==> src/hdl/srg_pkg.sv <==
// Shared types and constants for the sensor report gate.
package srg_pkg;

    localparam int TEMP_W    = 16;
    localparam int HUMI_W    = 14;
    localparam int MV_W      = 13;
    localparam int PCT_W     = 7;
    localparam int STATUS_W  = 2;
    localparam int LEVEL_W   = 2;
    localparam int CNT16_W   = 16;
    localparam int CNT18_W   = 18;
    localparam int CFG_ADDR_W = 3;
    localparam int CFG_DATA_W = 18;

    localparam logic [STATUS_W-1:0] STATUS_INVALID  = 2'd0;
    localparam logic [STATUS_W-1:0] STATUS_NOREPORT = 2'd1;
    localparam logic [STATUS_W-1:0] STATUS_REPORT   = 2'd2;

    localparam logic [LEVEL_W-1:0] LEVEL_LOW  = 2'd0;
    localparam logic [LEVEL_W-1:0] LEVEL_MED  = 2'd1;
    localparam logic [LEVEL_W-1:0] LEVEL_HIGH = 2'd2;

    localparam logic [CFG_ADDR_W-1:0] CFG_REPORT_TEMP_DELTA   = 3'd0;
    localparam logic [CFG_ADDR_W-1:0] CFG_REPORT_HUMI_DELTA   = 3'd1;
    localparam logic [CFG_ADDR_W-1:0] CFG_FORCE_INTERVAL      = 3'd2;
    localparam logic [CFG_ADDR_W-1:0] CFG_RECAL_TEMP_DELTA    = 3'd3;
    localparam logic [CFG_ADDR_W-1:0] CFG_RECAL_PERIOD        = 3'd4;
    localparam logic [CFG_ADDR_W-1:0] CFG_BATTERY_INTERVAL    = 3'd5;

    localparam logic [15:0] RST_REPORT_TEMP_DELTA = 16'd50;
    localparam logic [15:0] RST_REPORT_HUMI_DELTA = 16'd100;
    localparam logic [15:0] RST_FORCE_INTERVAL    = 16'd60;
    localparam logic [15:0] RST_RECAL_TEMP_DELTA  = 16'd1550;
    localparam logic [17:0] RST_RECAL_PERIOD      = 18'd120960;
    localparam logic [15:0] RST_BATTERY_INTERVAL  = 16'd4320;

    localparam logic signed [15:0] RST_LAST_REPORTED = -16'sd9900;
    localparam logic [MV_W-1:0]    RST_BATTERY_MV    = 13'd3000;

    localparam logic [CNT16_W-1:0] COUNT16_MAX = 16'hFFFF;
    localparam logic [CNT18_W-1:0] COUNT18_MAX = 18'h3FFFF;

    localparam logic [MV_W-1:0] BAT_FULL_MV    = 13'd3000;
    localparam logic [MV_W-1:0] BAT_HIGH_MV    = 13'd2900;
    localparam logic [MV_W-1:0] BAT_MID_MV     = 13'd2800;
    localparam logic [MV_W-1:0] BAT_LOWMID_MV  = 13'd2700;
    localparam logic [MV_W-1:0] BAT_EMPTY_MV   = 13'd2500;
    localparam logic [MV_W-1:0] LEVEL_HIGH_MV  = 13'd2900;
    localparam logic [MV_W-1:0] LEVEL_MED_MV   = 13'd2600;

    // classified item passed from front to back
    typedef struct packed {
        logic [STATUS_W-1:0]    status;
        logic                   recalibrate;
        logic signed [TEMP_W-1:0] report_temp;
        logic [HUMI_W-1:0]      report_humi;
        logic [MV_W-1:0]        battery_mv;
    } srg_item_t;

    typedef struct packed {
        logic empty;
        logic full;
    } srg_queue_status_t;

endpackage

==> src/hdl/srg_front.sv <==
// Front end: configuration registers, report/recalibration decisions, battery latch.
module srg_front
(
    input  logic                                   clk,
    input  logic                                   rst_n,
    input  logic                                   cfg_we,
    input  logic [srg_pkg::CFG_ADDR_W-1:0]         cfg_addr,
    input  logic [srg_pkg::CFG_DATA_W-1:0]         cfg_wdata,
    input  logic                                   accept,
    input  logic signed [srg_pkg::TEMP_W-1:0]      temp_centi,
    input  logic [srg_pkg::HUMI_W-1:0]             humi_centi,
    input  logic                                   meas_valid,
    input  logic [srg_pkg::MV_W-1:0]               vbat_reading,
    output srg_pkg::srg_item_t                     item
);

    logic [15:0] report_temp_delta_reg;
    logic [15:0] report_humi_delta_reg;
    logic [15:0] force_interval_reg;
    logic [15:0] recal_temp_delta_reg;
    logic [17:0] recal_period_reg;
    logic [15:0] battery_interval_reg;

    logic signed [15:0]              last_temp_reg, last_temp_next;
    logic signed [15:0]              last_humi_reg, last_humi_next;
    logic [srg_pkg::CNT16_W-1:0]     force_count_reg, force_count_next;
    logic [srg_pkg::CNT16_W-1:0]     bat_count_reg, bat_count_next;
    logic [srg_pkg::MV_W-1:0]        bat_mv_reg, bat_mv_next;
    logic                            recal_started_reg, recal_started_next;
    logic signed [15:0]              recal_base_reg, recal_base_next;
    logic [srg_pkg::CNT18_W-1:0]     recal_count_reg, recal_count_next;

    logic [16:0]                 bat_count_inc;
    logic [srg_pkg::CNT16_W-1:0] force_count_inc;
    logic [srg_pkg::CNT18_W-1:0] recal_count_inc;
    logic [16:0]                 base_diff;
    logic [16:0]                 temp_diff;
    logic [16:0]                 humi_diff;
    logic                        recal_hit;
    logic                        report;

    function automatic logic [16:0] abs_diff(input logic signed [16:0] a,
                                             input logic signed [16:0] b);
        logic signed [16:0] d;
        begin
            d = a - b;
            abs_diff = d[16] ? 17'(-d) : 17'(d);
        end
    endfunction

    always_comb
    begin
        bat_count_inc   = {1'b0, bat_count_reg} + 17'd1;
        force_count_inc = (force_count_reg != srg_pkg::COUNT16_MAX) ?
                          force_count_reg + 16'd1 : force_count_reg;
        recal_count_inc = (recal_count_reg != srg_pkg::COUNT18_MAX) ?
                          recal_count_reg + 18'd1 : recal_count_reg;

        base_diff = abs_diff({temp_centi[15], temp_centi}, {recal_base_reg[15], recal_base_reg});
        temp_diff = abs_diff({temp_centi[15], temp_centi}, {last_temp_reg[15], last_temp_reg});
        humi_diff = abs_diff({3'b000, humi_centi}, {last_humi_reg[15], last_humi_reg});

        recal_hit = recal_started_reg &&
                    ((base_diff >= {1'b0, recal_temp_delta_reg}) ||
                     (recal_count_inc >= recal_period_reg));
        report = (temp_diff >= {1'b0, report_temp_delta_reg}) ||
                 (humi_diff >= {1'b0, report_humi_delta_reg}) ||
                 (force_count_inc >= force_interval_reg);

        bat_mv_next    = (bat_count_reg == '0) ? vbat_reading : bat_mv_reg;
        bat_count_next = ((bat_count_inc >= {1'b0, battery_interval_reg}) || bat_count_inc[16]) ?
                         '0 : bat_count_inc[15:0];

        recal_started_next = recal_started_reg;
        recal_base_next    = recal_base_reg;
        recal_count_next   = recal_count_reg;
        last_temp_next     = last_temp_reg;
        last_humi_next     = last_humi_reg;
        force_count_next   = force_count_inc;

        if (meas_valid)
        begin
            if (!recal_started_reg)
            begin
                recal_started_next = 1'b1;
                recal_base_next    = temp_centi;
            end
            else
            begin
                recal_count_next = recal_hit ? '0 : recal_count_inc;
                recal_base_next  = recal_hit ? temp_centi : recal_base_reg;
            end
            if (report)
            begin
                last_temp_next   = temp_centi;
                last_humi_next   = {2'b00, humi_centi};
                force_count_next = '0;
            end
        end

        if (!meas_valid)
            item.status = srg_pkg::STATUS_INVALID;
        else if (report)
            item.status = srg_pkg::STATUS_REPORT;
        else
            item.status = srg_pkg::STATUS_NOREPORT;
        item.recalibrate = meas_valid && recal_hit;
        item.report_temp = (meas_valid && report) ? temp_centi : '0;
        item.report_humi = (meas_valid && report) ? humi_centi : '0;
        item.battery_mv  = bat_mv_next;
    end

    always_ff @(posedge clk or negedge rst_n)
    begin
        if (!rst_n)
        begin
            report_temp_delta_reg <= srg_pkg::RST_REPORT_TEMP_DELTA;
            report_humi_delta_reg <= srg_pkg::RST_REPORT_HUMI_DELTA;
            force_interval_reg    <= srg_pkg::RST_FORCE_INTERVAL;
            recal_temp_delta_reg  <= srg_pkg::RST_RECAL_TEMP_DELTA;
            recal_period_reg      <= srg_pkg::RST_RECAL_PERIOD;
            battery_interval_reg  <= srg_pkg::RST_BATTERY_INTERVAL;
        end
        else if (cfg_we)
        begin
            unique case (cfg_addr)
                srg_pkg::CFG_REPORT_TEMP_DELTA: report_temp_delta_reg <= cfg_wdata[15:0];
                srg_pkg::CFG_REPORT_HUMI_DELTA: report_humi_delta_reg <= cfg_wdata[15:0];
                srg_pkg::CFG_FORCE_INTERVAL:    force_interval_reg    <= cfg_wdata[15:0];
                srg_pkg::CFG_RECAL_TEMP_DELTA:  recal_temp_delta_reg  <= cfg_wdata[15:0];
                srg_pkg::CFG_RECAL_PERIOD:      recal_period_reg      <= cfg_wdata;
                srg_pkg::CFG_BATTERY_INTERVAL:  battery_interval_reg  <= cfg_wdata[15:0];
                default:
                begin
                end
            endcase
        end
    end

    always_ff @(posedge clk or negedge rst_n)
    begin
        if (!rst_n)
        begin
            last_temp_reg     <= srg_pkg::RST_LAST_REPORTED;
            last_humi_reg     <= srg_pkg::RST_LAST_REPORTED;
            force_count_reg   <= '0;
            bat_count_reg     <= '0;
            bat_mv_reg        <= srg_pkg::RST_BATTERY_MV;
            recal_started_reg <= 1'b0;
            recal_base_reg    <= '0;
            recal_count_reg   <= '0;
        end
        else if (accept)
        begin
            last_temp_reg     <= last_temp_next;
            last_humi_reg     <= last_humi_next;
            force_count_reg   <= force_count_next;
            bat_count_reg     <= bat_count_next;
            bat_mv_reg        <= bat_mv_next;
            recal_started_reg <= recal_started_next;
            recal_base_reg    <= recal_base_next;
            recal_count_reg   <= recal_count_next;
        end
    end

    a_report_clears_force: assert property (@(posedge clk) disable iff (!rst_n)
        accept && item.status == srg_pkg::STATUS_REPORT |=> force_count_reg == '0)
        else $error("force count not cleared after report");

    a_recal_clears_count: assert property (@(posedge clk) disable iff (!rst_n)
        accept && item.recalibrate |=> recal_count_reg == '0 && recal_started_reg)
        else $error("recal count not cleared after recalibration");

endmodule

==> src/hdl/srg_queue.sv <==
// Short item queue between front and back.
module srg_queue
#(
    parameter int DEPTH = 2
)
(
    input  logic                       clk,
    input  logic                       rst_n,
    input  logic                       push,
    input  srg_pkg::srg_item_t         push_item,
    input  logic                       pop,
    output srg_pkg::srg_item_t         head_item,
    output srg_pkg::srg_queue_status_t qstat
);

    localparam int PTR_W = (DEPTH > 1) ? $clog2(DEPTH) : 1;
    localparam int CNT_W = $clog2(DEPTH + 1);

    srg_pkg::srg_item_t entries_reg [DEPTH];
    logic [PTR_W-1:0]   wr_ptr_reg, wr_ptr_next;
    logic [PTR_W-1:0]   rd_ptr_reg, rd_ptr_next;
    logic [CNT_W-1:0]   count_reg, count_next;

    always_comb
    begin
        wr_ptr_next = wr_ptr_reg;
        rd_ptr_next = rd_ptr_reg;
        count_next  = count_reg;
        if (push)
            wr_ptr_next = (wr_ptr_reg == PTR_W'(DEPTH - 1)) ? '0 : wr_ptr_reg + 1'b1;
        if (pop)
            rd_ptr_next = (rd_ptr_reg == PTR_W'(DEPTH - 1)) ? '0 : rd_ptr_reg + 1'b1;
        if (push && !pop)
            count_next = count_reg + 1'b1;
        else if (pop && !push)
            count_next = count_reg - 1'b1;
        qstat.empty = (count_reg == '0);
        qstat.full  = (count_reg == CNT_W'(DEPTH));
        head_item   = entries_reg[rd_ptr_reg];
    end

    always_ff @(posedge clk)
    begin
        if (push)
            entries_reg[wr_ptr_reg] <= push_item;
    end

    always_ff @(posedge clk or negedge rst_n)
    begin
        if (!rst_n)
        begin
            wr_ptr_reg <= '0;
            rd_ptr_reg <= '0;
            count_reg  <= '0;
        end
        else
        begin
            wr_ptr_reg <= wr_ptr_next;
            rd_ptr_reg <= rd_ptr_next;
            count_reg  <= count_next;
        end
    end

    a_count_bound: assert property (@(posedge clk) disable iff (!rst_n)
        count_reg <= CNT_W'(DEPTH))
        else $error("queue count above depth");

    a_no_overflow: assert property (@(posedge clk) disable iff (!rst_n)
        qstat.full && !pop |-> !push)
        else $error("push into full queue");

    a_no_underflow: assert property (@(posedge clk) disable iff (!rst_n)
        qstat.empty |-> !pop)
        else $error("pop from empty queue");

endmodule

==> src/hdl/srg_back.sv <==
// Back end: battery grading, percentage and the output register.
module srg_back
(
    input  logic                          clk,
    input  logic                          rst_n,
    input  srg_pkg::srg_queue_status_t    qstat,
    input  srg_pkg::srg_item_t            head_item,
    output logic                          pop,
    input  logic                          out_ready,
    output logic                          out_valid,
    output logic [srg_pkg::STATUS_W-1:0]  status,
    output logic                          recalibrate,
    output logic [srg_pkg::LEVEL_W-1:0]   battery_level,
    output logic [srg_pkg::PCT_W-1:0]     battery_percent,
    output logic signed [srg_pkg::TEMP_W-1:0] report_temp,
    output logic [srg_pkg::HUMI_W-1:0]    report_humi,
    output logic [srg_pkg::MV_W-1:0]      battery_mv
);

    logic                          out_valid_reg, out_valid_next;
    srg_pkg::srg_item_t            out_item_reg;
    logic [srg_pkg::LEVEL_W-1:0]   level_reg, level_next;
    logic [srg_pkg::PCT_W-1:0]     pct_reg, pct_next;

    logic [srg_pkg::MV_W-1:0] mv;
    logic [7:0]               span;
    logic [17:0]              prod;

    // x/10 as (x*205)>>11, exact for x below 1029
    always_comb
    begin
        mv   = head_item.battery_mv;
        span = '0;
        prod = '0;
        pct_next = '0;
        priority if (mv >= srg_pkg::BAT_FULL_MV)
            pct_next = 7'd100;
        else if (mv >= srg_pkg::BAT_HIGH_MV)
        begin
            span = 8'(mv - srg_pkg::BAT_HIGH_MV);
            prod = 18'({10'd0, span} * 18'd205);
            pct_next = 7'd80 + 7'(prod >> 10);
        end
        else if (mv >= srg_pkg::BAT_MID_MV)
        begin
            span = 8'(mv - srg_pkg::BAT_MID_MV);
            prod = 18'({10'd0, span} * 18'd615);
            pct_next = 7'd50 + 7'(prod >> 11);
        end
        else if (mv >= srg_pkg::BAT_LOWMID_MV)
        begin
            span = 8'(mv - srg_pkg::BAT_LOWMID_MV);
            prod = 18'({10'd0, span} * 18'd615);
            pct_next = 7'd20 + 7'(prod >> 11);
        end
        else if (mv >= srg_pkg::BAT_EMPTY_MV)
        begin
            span = 8'(mv - srg_pkg::BAT_EMPTY_MV);
            prod = 18'({10'd0, span} * 18'd205);
            pct_next = 7'(prod >> 11);
        end
        else
            pct_next = '0;

        priority if (mv > srg_pkg::LEVEL_HIGH_MV)
            level_next = srg_pkg::LEVEL_HIGH;
        else if (mv > srg_pkg::LEVEL_MED_MV)
            level_next = srg_pkg::LEVEL_MED;
        else
            level_next = srg_pkg::LEVEL_LOW;

        pop = !qstat.empty && (!out_valid_reg || out_ready);
        out_valid_next = pop || (out_valid_reg && !out_ready);
    end

    always_ff @(posedge clk or negedge rst_n)
    begin
        if (!rst_n)
            out_valid_reg <= 1'b0;
        else
            out_valid_reg <= out_valid_next;
    end

    always_ff @(posedge clk)
    begin
        if (pop)
        begin
            out_item_reg <= head_item;
            level_reg    <= level_next;
            pct_reg      <= pct_next;
        end
    end

    assign out_valid       = out_valid_reg;
    assign status          = out_item_reg.status;
    assign recalibrate     = out_item_reg.recalibrate;
    assign battery_level   = level_reg;
    assign battery_percent = pct_reg;
    assign report_temp     = out_item_reg.report_temp;
    assign report_humi     = out_item_reg.report_humi;
    assign battery_mv      = out_item_reg.battery_mv;

    a_held_until_taken: assert property (@(posedge clk) disable iff (!rst_n)
        out_valid_reg && !out_ready |=> out_valid_reg && $stable(out_item_reg))
        else $error("output item lost before handshake");

endmodule

==> src/hdl/sensor_report_gate_unit.sv <==
// Accepted items are queued and enter the output register if it is empty or m_tready is high.
// Throughput: one item per cycle while s_tready is high; the front updates all gate state in
// the accept cycle. With m_tready low, input flows until the queue (depth 2 by default) is full.
// Reset (rst_n low, asynchronous) restores register defaults and the gate state, empties
// the queue and drops m_tvalid; the first cycle after reset can accept an item.
module sensor_report_gate_unit
#(
    parameter int QUEUE_DEPTH = 2
)
(
    input  logic        clk,
    input  logic        rst_n,
    input  logic        cfg_we,
    input  logic [2:0]  cfg_addr,
    input  logic [17:0] cfg_wdata,
    input  logic        s_tvalid,
    output logic        s_tready,
    input  logic [47:0] s_tdata,   // temp_centi[15:0], humi_centi[29:16], vbat_reading[42:30]
    input  logic        s_tuser,   // meas_valid
    output logic        m_tvalid,
    input  logic        m_tready,
    output logic [55:0] m_tdata,   // recalibrate[0], battery_level[2:1], battery_percent[9:3],
                                   // report_temp[25:10], report_humi[39:26], battery_mv[52:40]
    output logic [1:0]  m_tuser    // status
);

    logic                       accept;
    logic                       pop;
    srg_pkg::srg_item_t         front_item;
    srg_pkg::srg_item_t         head_item;
    srg_pkg::srg_queue_status_t qstat;

    logic [srg_pkg::STATUS_W-1:0]      status;
    logic                              recalibrate;
    logic [srg_pkg::LEVEL_W-1:0]       battery_level;
    logic [srg_pkg::PCT_W-1:0]         battery_percent;
    logic signed [srg_pkg::TEMP_W-1:0] report_temp;
    logic [srg_pkg::HUMI_W-1:0]        report_humi;
    logic [srg_pkg::MV_W-1:0]          battery_mv;

    assign s_tready = !qstat.full;
    assign accept   = s_tvalid && s_tready;

    srg_front u_front
    (
        .clk          (clk),
        .rst_n        (rst_n),
        .cfg_we       (cfg_we),
        .cfg_addr     (cfg_addr),
        .cfg_wdata    (cfg_wdata),
        .accept       (accept),
        .temp_centi   (s_tdata[15:0]),
        .humi_centi   (s_tdata[29:16]),
        .meas_valid   (s_tuser),
        .vbat_reading (s_tdata[42:30]),
        .item         (front_item)
    );

    srg_queue #(.DEPTH(QUEUE_DEPTH)) u_queue
    (
        .clk       (clk),
        .rst_n     (rst_n),
        .push      (accept),
        .push_item (front_item),
        .pop       (pop),
        .head_item (head_item),
        .qstat     (qstat)
    );

    srg_back u_back
    (
        .clk             (clk),
        .rst_n           (rst_n),
        .qstat           (qstat),
        .head_item       (head_item),
        .pop             (pop),
        .out_ready       (m_tready),
        .out_valid       (m_tvalid),
        .status          (status),
        .recalibrate     (recalibrate),
        .battery_level   (battery_level),
        .battery_percent (battery_percent),
        .report_temp     (report_temp),
        .report_humi     (report_humi),
        .battery_mv      (battery_mv)
    );

    assign m_tuser = status;
    assign m_tdata = {3'b000, battery_mv, report_humi, report_temp, battery_percent,
                      battery_level, recalibrate};

endmodule

==> config.mk <==
export PLATFORM = sky130hd
export DESIGN_NAME = sensor_report_gate_unit
export DESIGN_NICKNAME = d
export VERILOG_FILES = /design/src/hdl/srg_pkg.sv /design/src/hdl/srg_front.sv /design/src/hdl/srg_queue.sv /design/src/hdl/srg_back.sv /design/src/hdl/sensor_report_gate_unit.sv
export SDC_FILE = /design/constraint.sdc
export NUM_CORES = 1
export LEC_CHECK = 0
export ABC_AREA = 1
export BUFFER_PORTS_ARGS = -buffer_cell sky130_fd_sc_hd__buf_2
export CORE_ASPECT_RATIO = 1.25
export CORE_MARGIN = 1
export CORE_UTILIZATION = 50
export DETAILED_ROUTE_END_ITERATION = 16
export GPL_ROUTABILITY_DRIVEN = 0
export GPL_TIMING_DRIVEN = 0
export HOLD_SLACK_MARGIN = 0.1
export PLACE_DENSITY = 0.72
export SETUP_SLACK_MARGIN = 0.2
export SYNTH_ARGS = -nofsm -noshare
export SYNTH_HDL_FRONTEND = slang
export SYNTH_SLANG_ARGS = --single-unit
==> constraint.sdc <==
create_clock -name clk -period 12.4 [get_ports clk]
set_clock_uncertainty 0.2 [all_clocks]
set_input_delay 0.62 -clock clk [delete_from_list [all_inputs] [get_ports clk]]
set_output_delay 0.62 -clock clk [all_outputs]
set_load 0.01 [all_outputs]
# After elaboration in Yosys (flattened, before gate mapping)
# Memories as Yosys holds them, arrays and structs flattened.
# Index checks and enable logic that the tools add are counted.
[totals]
regBits = 270
mem_bits_rw = 92
input_bits = 75
out_inout_bits = 60
wordCells = 133
memories = 1
[classes]
add_sub_neg = 20
n_mul = 4
n_lt_le_gt_ge = 13
eq_ne = 9
mux = 27
n_reduce_logical = 34
[mem_list]
columns = ["name", "depth", "width", "rd", "rd_clocked_by_memory_dff", "write_ports", "line", "rtl"]
rows = [
  ["u_queue.entries_reg", 2, 46, 1, 0, 1, "srg_queue.sv:19", "srg_pkg::srg_item_t entries_reg [DEPTH];"],
]
[ops]
columns = ["op", "n"]
rows = [
  ["2-to-1 mux 16 bit", 7],
  [">= comparator 17 x 16 -> 1 bit", 4],
  [">= comparator 13 x 12 -> 1 bit (second input constant)", 5],
  ["2-to-1 mux 17 bit", 3],
  ["negation 17 bit", 3],
  ["multiplier 8 x 10 -> 18 bit (second input constant)", 2],
  ["2-to-1 mux 18 bit", 2],
  ["subtractor 16 x 16 -> 17 bit", 2],
  ["multiplier 8 x 8 -> 16 bit (second input constant)", 2],
  ["greater-than comparator 13 x 12 -> 1 bit (second input constant)", 2],
  ["subtractor 8 bit (second input constant)", 3],
  ["2-to-1 mux 7 bit", 3],
  ["adder 18 x 1 -> 18 bit (second input constant)", 1],
  [">= comparator 18 bit", 1],
  ["inequality test 18 bit (second input constant)", 1],
  ["adder 16 x 1 -> 17 bit (second input constant)", 1],
  ["subtractor 15 x 16 -> 17 bit", 1],
  ["adder 16 x 1 -> 16 bit (second input constant)", 1],
  [">= comparator 16 bit", 1],
  ["zero test 16 bit", 1],
  ["inequality test 16 bit (second input constant)", 1],
  ["2-to-1 mux 14 bit", 1],
  ["AND reduction 2 bit", 7],
  ["2-to-1 mux 13 bit", 1],
  ["22 further kinds", 51],
]

# Longest topological paths before layout
# Gate-level depths: netlist of run 1.
[logic_depth]
depth_word = 8
depth_mapped = 35
ltp_nobuf = 34

# Modules after synthesis
# From an unflattened synthesis of run 1, not the netlist that was laid out.
[unflattened]
hier_cells = 3480
area_unflattened_um2 = 28035.6
[modules_own_cells]
columns = ["module", "instances", "cells_each", "area_each_um2", "seq_area_each_um2"]
rows = [
  ["srg_front", 1, 2337, 16228.1, 5288.8],
  ["srg_back", 1, 967, 8110.3, 1676.6],
  ["srg_queue", 1, 168, 3649.8, 2862.7],
  ["sensor_report_gate_unit", 1, 8, 47.5, 0.0],
]

# Worst setup path before layout of run 1
# OpenSTA, ideal clock, no wires.
[synth_path]
path_type = "reg-to-reg"
startpoint = "reg u_queue.rd_ptr_reg"
endpoint = "reg u_back.pct_reg, in the netlist u_back.battery_percent[6] (data pin)"
setup_time_ns = 0.253
arrival_time_ns = 7.145
required_time_ns = 11.947
path_slack_ns = 4.802
path_stages_with_launch = 35
path_buffers = 2
synth_period_minus_slack_ns = 7.598
cell_sequence = "dfrtp_1 > buf_4 > buf_2 > o21ai_0 > inv_1 > ha_1 > a21oi_2 > nand2_1 > nor2_1 > xor2_1 > fa_1 > inv_1 > fa_1 > inv_1 > fa_1 > inv_1 > fa_1 > inv_1 > ha_1 > a21oi_1 > o21ai_0 > nand2_1 > nand3_1 > a21boi_0 > xor2_1 > inv_1 > ha_1 > inv_1 > nand2_1 > nand2_1 > nand2_1 > nand3_1 > o21ai_0 > nand2_1 > nand2_1"
[synth_lines]
columns = ["item", "line", "rtl"]
rows = [
  ["start, declared", "srg_queue.sv:21", "logic [PTR_W-1:0] rd_ptr_reg, rd_ptr_next;"],
  ["start signal, assigned", "srg_queue.sv:59", "rd_ptr_reg <= rd_ptr_next;"],
  ["end signal, assigned", "srg_back.sv:90", "pct_reg <= pct_next;"],
  ["end, declared", "srg_back.sv:23", "logic [srg_pkg::PCT_W-1:0] pct_reg, pct_next;"],
]

==> impl_metrics.ini, run 1 <==
[placed_design]
port-buffer-count = 126
place_ws_ns = 4.45
place_hpwl_um = 49900

[setup_path]
critical-path-slowest-cell = fa_1
critPathLaunchType = flip-flop
max_stage_delay_ns = 0.57
critical_path_peak_fanout = 12
worstPathRequired_ns = 12.51
r2r_cells = 29
worst_r2r_start = u_queue.rd_ptr_reg
crit_path_end_kind = flip-flop
critical_path.most_common_cell = inv_1
path_class = reg2reg
worst_ep_arrival_time_ns = 8.06
timing.reg2reg.setup_slack_ns = 4.45
rr_endpoint = u_back.battery_percent[3]

[floorplanning]
coreArea_um2 = 51900
area_of_the_die_um2 = 53800
die_ht_um = 259
die_w_um = 208
i_o_pin_total = 135
num_rows = 93
start_util = 0.510

[sta]
slew_viol_final = 0
max_clock_freq_mhz = 126
final.setup.tns_ns = 0
final_min_period_over_clock_period = 0.641
rsz0062_at_grt = no
worst_slack_ns = 4.45
max_slew_margin = 0.319
hold_viol = 0
final-setup-viol-count = 0
worst_pin_slew_ns = 1.01
post-route-min-period_ns = 7.95

[clock_network]
total_clock_buffers_created_by_cts = 40
cts.sinks = 361
clock-root-buffer = clkbuf_16
clkLatencyLatePin_ns = 0.56
h-tree-depth = 2
cts_tree = yes
clk_pin_slew_ns = 0.06
cts.repair.resized = 0
maximum_number_of_buffers_from_clock_root_to_sink = 3

[routing]
wire_per_inst_um = 15.7
drc = 0
ant_nets = 0
drt_first_pass_iters = 8
via_count = 21300
vias_per_cell = 5.20
drt_first_iter_violations = 1140
routed_wirelength_um = 64200

[logic_synthesis]
synth-seq-area-share = 0.372
yosys.cell_types.count = 57
synthCells = 3221
synthesis.area_um2 = 26400
ys_seq_elements = 361
synthFlopType = dfrtp_1
synth_edf_count = 147
synthArstFlopShare = 0.593
post_synth.cell_area_avg_um2 = 8.21
synthesis.yosys.warnings = 0

[hold_path]
hold_end = u_front.last_humi_reg[12]
worst_hold_path_type = in2reg
hold_start = s_tdata[28]
holdPathStages = 3

[final_layout]
layout_common_cells = 822 x nand2_1, 546 x inv_1, 332 x ha_1
largest_register_ff_count = 92
most_common_cell_after_layout_fill_and_taps_aside = nand2_1
drive_above_1_share = 0.103
synth_to_final_area_change_pct = 11.5
layout.area.seq_um2 = 9830
finish.net_count = 3862
fill_cells = 4750
multiInputGateArea_um2 = 14200

[grt]
grt_max_degree = 77
grt.total_usage = 0.243
globalRoute.totalOverflow = 0
grt_pass1_vias = 20900
grt_pass1_wl_um = 104000
antenna_violations_before_repair = 1

[run_status]
status = finished clean

[flow_run]
max_cap_violations = 0
==> per-stage QoR <==
stage | hold WS (ns) | cells | instance area, µm² | utilization
2_1_floorplan | 0.124 | 3223 | 26500 | -
3_3_place_gp | 0.250 | 4014 | 27900 | 0.538
3_5_place_dp | 0.255 | 4019 | 28100 | 0.541
4_1_cts | 0.102 | 4098 | 29500 | 0.568
5_1_grt | 0.118 | 4099 | 29500 | 0.568
6_report | 0.130 | 4099 | 29500 | 0.568
==> what timing repair did <==
action | in CTS | in global routing
hold buffers | 5 | 0
endpoints found under the hold margin | 55 | 0
buffers inserted | 0 | 0
==> synth_stat cells, types with 9 or more instances <==
master	count	area, µm²
nor2_2	25	156
edfxtp_1	147	4410
nor4_1	9	56.3
clkbuf_1	40	150
nor2_4	11	124
inv_2	9	33.8
inv_1	547	2050
ha_1	332	4150
o21ai_0	183	916
nor2_1	172	646
a21oi_1	152	761
nand2_1	822	3090
nor3_1	35	175
a31oi_1	10	62.6
a21o_1	14	105
buf_2	11	55.1
xnor2_1	35	307
or2_2	14	87.6
nand3_1	145	726
fa_1	54	1080
dfstp_2	47	1230
xor2_1	95	832
nand4_1	30	188
dfrtp_1	167	4180
==> critical path, delay by kind of cell (launching register included) <==
family          cells  cell delay [ns]
buf+inv             7             1.19
simple gates        7             1.04
xor+xnor            2             0.54
fa+ha+maj           7             3.16
compound gates      6             1.16
flops               1             0.41
==> how the worst max path moves through the flow <==
stage	slack [ns]	depth (start not counted)	start	endpoint
5_1_grt	3.91	35	u_queue.rd_ptr_reg	u_back.battery_percent[6]
3_5_place_dp	4.45	32	u_queue.rd_ptr_reg	u_back.battery_percent[6]
3_3_place_gp	2.84	30	u_queue.rd_ptr_reg	u_back.battery_percent[3]
2_1_floorplan	4.80	34	u_queue.rd_ptr_reg	u_back.battery_percent[6]
6_report	4.45	29	u_queue.rd_ptr_reg	u_back.battery_percent[3]
4_1_cts	4.42	32	u_queue.rd_ptr_reg	u_back.battery_percent[6]
==> layer usage <==
metal  vias up  share of wire  track usage
li1      10700              -            -
met1     10100           0.40        0.281
met2       403           0.53        0.463
met3       109          0.036       0.0264
met4         0          0.031       0.0842
met5         -              0            0
==> logic make-up after synthesis <==
| family | synth area share |
|---|---|
| adders and majority gates | 0.198 |
| other | 0.000142 |
| muxes | 0.000379 |
| DFF | 0.372 |
| buffers and inverters | 0.0916 |
| and+or+nand+nor | 0.207 |
| AOI/OAI and AO/OA | 0.0879 |
| xor gates and xnor gates | 0.0437 |
==> final cells by class <==
class	count	area share
Antenna cell	1	0.0000849
Buffer	68	0.0113
Clock buffer	48	0.0367
Clock inverter	26	0.00980
Inverter	557	0.0709
Multi-Input combinational cell	2237	0.482
Sequential cell	361	0.333
Tap cell	665	0.0282
Timing Repair Buffer	136	0.0273
Power of run 1 is not shown: default switching activity piles up to over one toggle a cycle in this logic, so the estimate is an artifact.
==> inputs of run 2 (changes only) <==
ABC_AREA = 0   (was 1)
clock period = 8.2 ns   (was 12.4 ns; I/O delays follow)
==> run 2 against run 1 <==
- flip-flop and latch count unchanged
- die area down 1.7%
- critical path depth up 3
- synthesized cell count down 20%
- worst hold slack better by 0.00090 ns
- final cell count down 14%
- design area up 0.71%
- sequential share of layout area down 0.24 points
- setup slack worse by 4.0 ns
- register-to-register slack worse by 4.0 ns
==> impl_metrics.ini, run 2 <==
[run_status]
status = finished clean

[setup_path]
crit_path_end_kind = flip-flop
worstPathRequired_ns = 8.41
max_stage_delay_ns = 0.56
critical-path-slowest-cell = fa_1
crit_family = adder cells
buffering_stage_count_on_the_worst_path_with_inverters_included = 11
critPathLaunchType = flip-flop
worst_ep_arrival_time_ns = 7.93
path_class = reg2reg
critical_path_peak_fanout = 10

[flow_run]
max_cap_violations = 0

[grt]
grt_max_degree = 128
globalRoute.totalOverflow = 0
grt_pass1_wl_um = 104000
grt_pass1_vias = 20800
grt.total_usage = 0.247
antenna_violations_before_repair = 1

[sta]
worst_slack_ns = 0.480
final_min_period_over_clock_period = 0.941
hold_viol = 0
final.setup.tns_ns = 0
rsz0062_at_grt = yes
slew_viol_final = 0
final-setup-viol-count = 0
post-route-min-period_ns = 7.72
worst_pin_slew_ns = 1.19
max_slew_margin = 0.193
max_clock_freq_mhz = 130

[routing]
via_count = 20000
drt_first_iter_violations = 986
vias_per_cell = 5.65
ant_nets = 0
drc = 0
drt_first_pass_iters = 5
routed_wirelength_um = 64100
wire_per_inst_um = 18.2

[logic_synthesis]
synth_area_leaders = edfxtp_1 17%, dfrtp_1 16%, ha_1 16%
synth.largest_area_cell = edfxtp_1
synth_edf_count = 147
synthFlopType = dfrtp_1
synthCells = 2592
synthArstFlopShare = 0.593
yosys.area.top_type_share = 0.170
post_synth.cell_area_avg_um2 = 10.0
post-synth-top-count-cell = ha_1
yosys.cell_types.count = 86
yosys-top-cells-count = 332 x ha_1, 306 x inv_1, 221 x nand2_1, 167 x dfrtp_1, 147 x edfxtp_1
synthesis.yosys.warnings = 0
synthesis.area_um2 = 26000
synth-seq-area-share = 0.378
ys_seq_elements = 361

[clock_network]
cts.sinks = 361
h-tree-depth = 2
cts_tree = yes
clk_pin_slew_ns = 0.07
total_clock_buffers_created_by_cts = 38
clock-root-buffer = clkbuf_16
maximum_number_of_buffers_from_clock_root_to_sink = 3
clkLatencyLatePin_ns = 0.59

[final_layout]
synth_to_final_area_change_pct = 14.3
finish.net_count = 3296
most_common_cell_after_layout_fill_and_taps_aside = ha_1
drive_above_1_share = 0.159
multiInputGateArea_um2 = 14700
largest_register_ff_count = 92
layout_common_cells = 331 x ha_1, 304 x inv_1, 221 x nand2_1
layout.area.seq_um2 = 9830
fill_cells = 4287

[floorplanning]
start_util = 0.505
die_w_um = 206
num_rows = 93
area_of_the_die_um2 = 52900
coreArea_um2 = 51400
die_ht_um = 257
i_o_pin_total = 135

[placed_design]
place_hpwl_um = 48600
port-buffer-count = 125
place_ws_ns = -1.88

[hold_path]
worst_hold_path_type = in2reg
-- run 2: changes by cell type in the layout (fill, tap and decap cells not counted), sizes merged, moves of 35 or more --
cell / previous run / this run
nand2: 829 / 241
inv: 560 / 307
mux2: 0 / 105
nor2: 208 / 111
nand3: 148 / 64
xnor2: 36 / 100
a21oi: 156 / 94
dlygate4sd3: 5 / 65
and3: 0 / 54
nand2b: 0 / 39
xor2: 95 / 57
a21o: 14 / 49
-- run 2: worst paths after layout --
check	startpoint	end	slack, ns	cells past startpoint
max	u_queue.rd_ptr_reg	u_back.battery_percent[5]	0.48	32
min	s_tuser	u_front.recal_started_reg	0.13	3
max reg2reg	u_queue.rd_ptr_reg	u_back.battery_percent[5]	0.48	32
min reg2reg	u_front.bat_mv_reg[4]	u_front.bat_mv_reg[4]	0.26	2
max in group asynchronous	rst_n	u_queue.rd_ptr_reg	6.47	3
min in group asynchronous	rst_n	u_front.recal_base_reg[12]	0.24	2
-- run 2: area by class of cell --
class,count,area share
multi-input cells,1850,0.497
flip-flops and latches,361,0.331
repair buffers,201,0.0480
inverters,308,0.0391
clock buffers,48,0.0346
well taps,665,0.0280
plain buffers,75,0.0132
clock inverters,22,0.00935
diodes,1,0.0000843
-- run 2: timing repair --
| item | 4_1_cts | 5_1_grt |
|---|---|---|
| resized for setup | 14 | 14 |
| pin swaps | 2 | 3 |
| hold endpoints to repair | 319 | 0 |
| buffers inserted | 5 | 2 |
| hold buffers | 65 | 0 |
| setup endpoints to repair | 7 | 5 |
-- run 2: worst register-to-register path: cells and delay by family, from the launching register on --
| family | cells | cell delay (ns) |
|---|---|---|
| buffers and inverters | 11 | 1.34 |
| adders and majority gates | 6 | 2.58 |
| and+or+nand+nor | 4 | 0.75 |
| muxes | 1 | 0.34 |
| DFF | 1 | 0.32 |
| xor gates and xnor gates | 1 | 0.13 |
| AOI/OAI and AO/OA | 9 | 1.90 |
-- run 2: per-layer routing --
layer  vias up  share of wire  wire length (µm)  global-route usage
met5         -              0                 0                   0
met4         0          0.036              2330              0.0970
met3       152          0.039              2520              0.0281
met2       478           0.52             33200               0.452
met1      9755           0.41             26100               0.292
li1       9575              -                 -                   -
-- run 2: metrics by stage --
stage | hold WS, ns | std cells | area, µm² | util
after global placement | 0.243 | 3384 | 27500 | 0.534
after floorplan | -0.0856 | 2594 | 26000 | -
after global routing | 0.163 | 3530 | 29700 | 0.577
after CTS | 0.105 | 3528 | 29600 | 0.576
final | 0.131 | 3531 | 29700 | 0.577
after detailed placement | 0.247 | 3388 | 27600 | 0.536
-- run 2: kinds of logic after synthesis --
group,share of synthesized area
flip-flops,0.378
buffers and inverters,0.0588
XOR/XNOR,0.0529
AO/OA/AOI/OAI,0.124
adder cells (fa/ha/maj),0.201
AND/OR/NAND/NOR,0.134
other,0.000144
multiplexers,0.0513
Power of run 2 is left out for the same reason.
==> inputs of run 3 (changes only) <==
ABC_AREA = 1   (was 0)
SYNTH_HIERARCHICAL = 1   (was unset)
==> run 3 against run 2 <==
- clock-buffer cell count rose by 1
- largest cell class unchanged
- register-to-register slack improved by 0.62 ns
- non-clock buffer count fell by 16
- worst hold slack improved by 0.012 ns
- synthesized cell count rose by 34%
- design area rose by 7.0%
- critical endpoint is now u_back/battery_percent[6]
==> impl_metrics.ini, run 3 <==
[run_status]
status = finished clean

[setup_path]
worst_r2r_start = u_queue/rd_ptr_reg
critical-path-slowest-cell = fa_1
timing.reg2reg.setup_slack_ns = 1.10
max_stage_delay_ns = 0.54
worstPathRequired_ns = 8.32
critical_path_peak_fanout = 10
critical_path.most_common_cell = nand2_1
worst_ep_arrival_time_ns = 7.22
crit_path_end_kind = flip-flop
path_class = reg2reg
critPathLaunchType = flip-flop
timing.critical_path.from = u_queue/rd_ptr_reg

[logic_synthesis]
yosys-top-cells-count = 878 x nand2_1, 629 x inv_1, 331 x ha_1, 216 x nor2_1, 202 x nand3_1
yosys.cell_types.count = 64
synthesis.yosys.warnings = 6
post_synth.cell_area_avg_um2 = 8.06
synthFlopType = dfrtp_1
yosys.area.top_type_share = 0.157
synth-seq-area-share = 0.351
synthCells = 3480
synth_area_leaders = edfxtp_1 16%, dfrtp_1 15%, ha_1 15%
post-synth-top-count-cell = nand2_1
synthesis.area_um2 = 28000
synth_edf_count = 147
ys_seq_elements = 361
synth.largest_area_cell = edfxtp_1
synthArstFlopShare = 0.593

[floorplanning]
die_w_um = 214
coreArea_um2 = 55100
area_of_the_die_um2 = 57000
start_util = 0.509
i_o_pin_total = 135
die_ht_um = 267
num_rows = 96

[sta]
max_slew_margin = 0.283
final_min_period_over_clock_period = 0.865
max_clock_freq_mhz = 141
rsz0062_at_grt = no
worst_pin_slew_ns = 1.07
hold_viol = 0
post-route-min-period_ns = 7.10
final.setup.tns_ns = 0
final-setup-viol-count = 0
slew_viol_final = 0

[clock_network]
hold_buffers = 62
cts_tree = yes
cts.sinks = 361
clock-root-buffer = clkbuf_16
total_clock_buffers_created_by_cts = 40
postcts_setup_bufs = 0
h-tree-depth = 2
clkLatencyLatePin_ns = 0.59
cts.repair.resized = 0
maximum_number_of_buffers_from_clock_root_to_sink = 3
clk_pin_slew_ns = 0.06

[final_layout]
synth_to_final_area_change_pct = 13.3
layout_common_cells = 878 x nand2_1, 628 x inv_1, 331 x ha_1
drive_above_1_share = 0.112
most_common_cell_after_layout_fill_and_taps_aside = nand2_1
post-route-util = 0.576
design_area_um2 = 31800
finish.net_count = 4178
largest_register_ff_count = 92

[routing]
vias_per_cell = 5.12
wire_per_inst_um = 15.4
drt_first_iter_violations = 1212
drt_first_pass_iters = 5
drc = 0
ant_nets = 0
routed_wirelength_um = 68900
via_count = 23000

[grt]
antenna_violations_before_repair = 0
globalRoute.totalOverflow = 0
grt_max_degree = 108
grt.total_usage = 0.247
grt_pass1_wl_um = 111000
grt_pass1_vias = 22700

[hold_path]
worst_hold_path_type = in2reg
hold_start = cfg_addr[0]

[flow_run]
max_cap_violations = 0

[placed_design]
port-buffer-count = 126
detailed_place.area_um2 = 29700
place_hpwl_um = 53200
==> run 3: cell types whose count changed in the layout (fill, tap and decap cells not counted), moves of 43 or more <==
cell     change
mux2_2      -87
and3_1      -53
a21o_1      -43
inv_1      +324
nand2_1    +657
nor2_1     +105
xnor2_1     -66
nand3_1    +138
==> run 3: final cells by class <==
type / count / area (µm²)
multi-input cells: 2413 / 15400
clock buffers: 49 / 1100
flip-flops and latches: 361 / 9830
diodes: 1 / 2.50
clock inverters: 24 / 312
fillers: 5040 / 23400
well taps: 735 / 920
inverters: 641 / 2410
repair buffers: 193 / 1380
plain buffers: 67 / 389
==> run 3: final timing paths <==
check,endpoint,cells after the start
worst min-delay path,u_front/recal_temp_delta_reg[0],4
worst min register to register,u_front/last_humi_reg[2],2
worst max register to register,u_back/battery_percent[6],34
min in group asynchronous,u_front/recal_temp_delta_reg[9],2
worst max-delay path,u_back/battery_percent[6],34
max in group asynchronous,u_front/recal_temp_delta_reg[5],3
==> run 3: through the flow <==
| step | hold WS, ns | cells | worst slack (ns) |
|---|---|---|---|
| finish | 0.143 | 4484 | 1.10 |
| global route | 0.133 | 4483 | 0.581 |
| CTS | 0.109 | 4483 | 1.12 |
| detailed placement | 0.0724 | 4348 | 1.13 |
| global placement | 0.250 | 4343 | 1.20 |
| floorplan | -0.0856 | 3482 | 2.06 |
==> run 3: cell families after synthesis <==
kind of cell,count (synthesis),synth area share
DFF,361,0.351
adders and majority gates,386,0.187
muxes,47,0.0228
and+or+nand+nor,1486,0.230
buffers and inverters,708,0.100
xor gates and xnor gates,114,0.0356
AOI/OAI and AO/OA,377,0.0740
other,1,0.000134
==> run 3: worst max-delay path, delay by kind of cell, from the launching register on <==
kind	cells	cell delay, ns
flops	1	0.36
mux	1	0.39
buf+inv	10	1.27
simple gates	13	1.15
xor+xnor	1	0.15
fa+ha+maj	7	2.91
compound gates	2	0.39
==> run 3: metal layers <==
metal,global-route usage,part of all wire
met5,0,0
met2,0.470,0.53
met3,0.0364,0.039
met4,0.0940,0.034
met1,0.272,0.39
Power of run 3 is left out for the same reason.
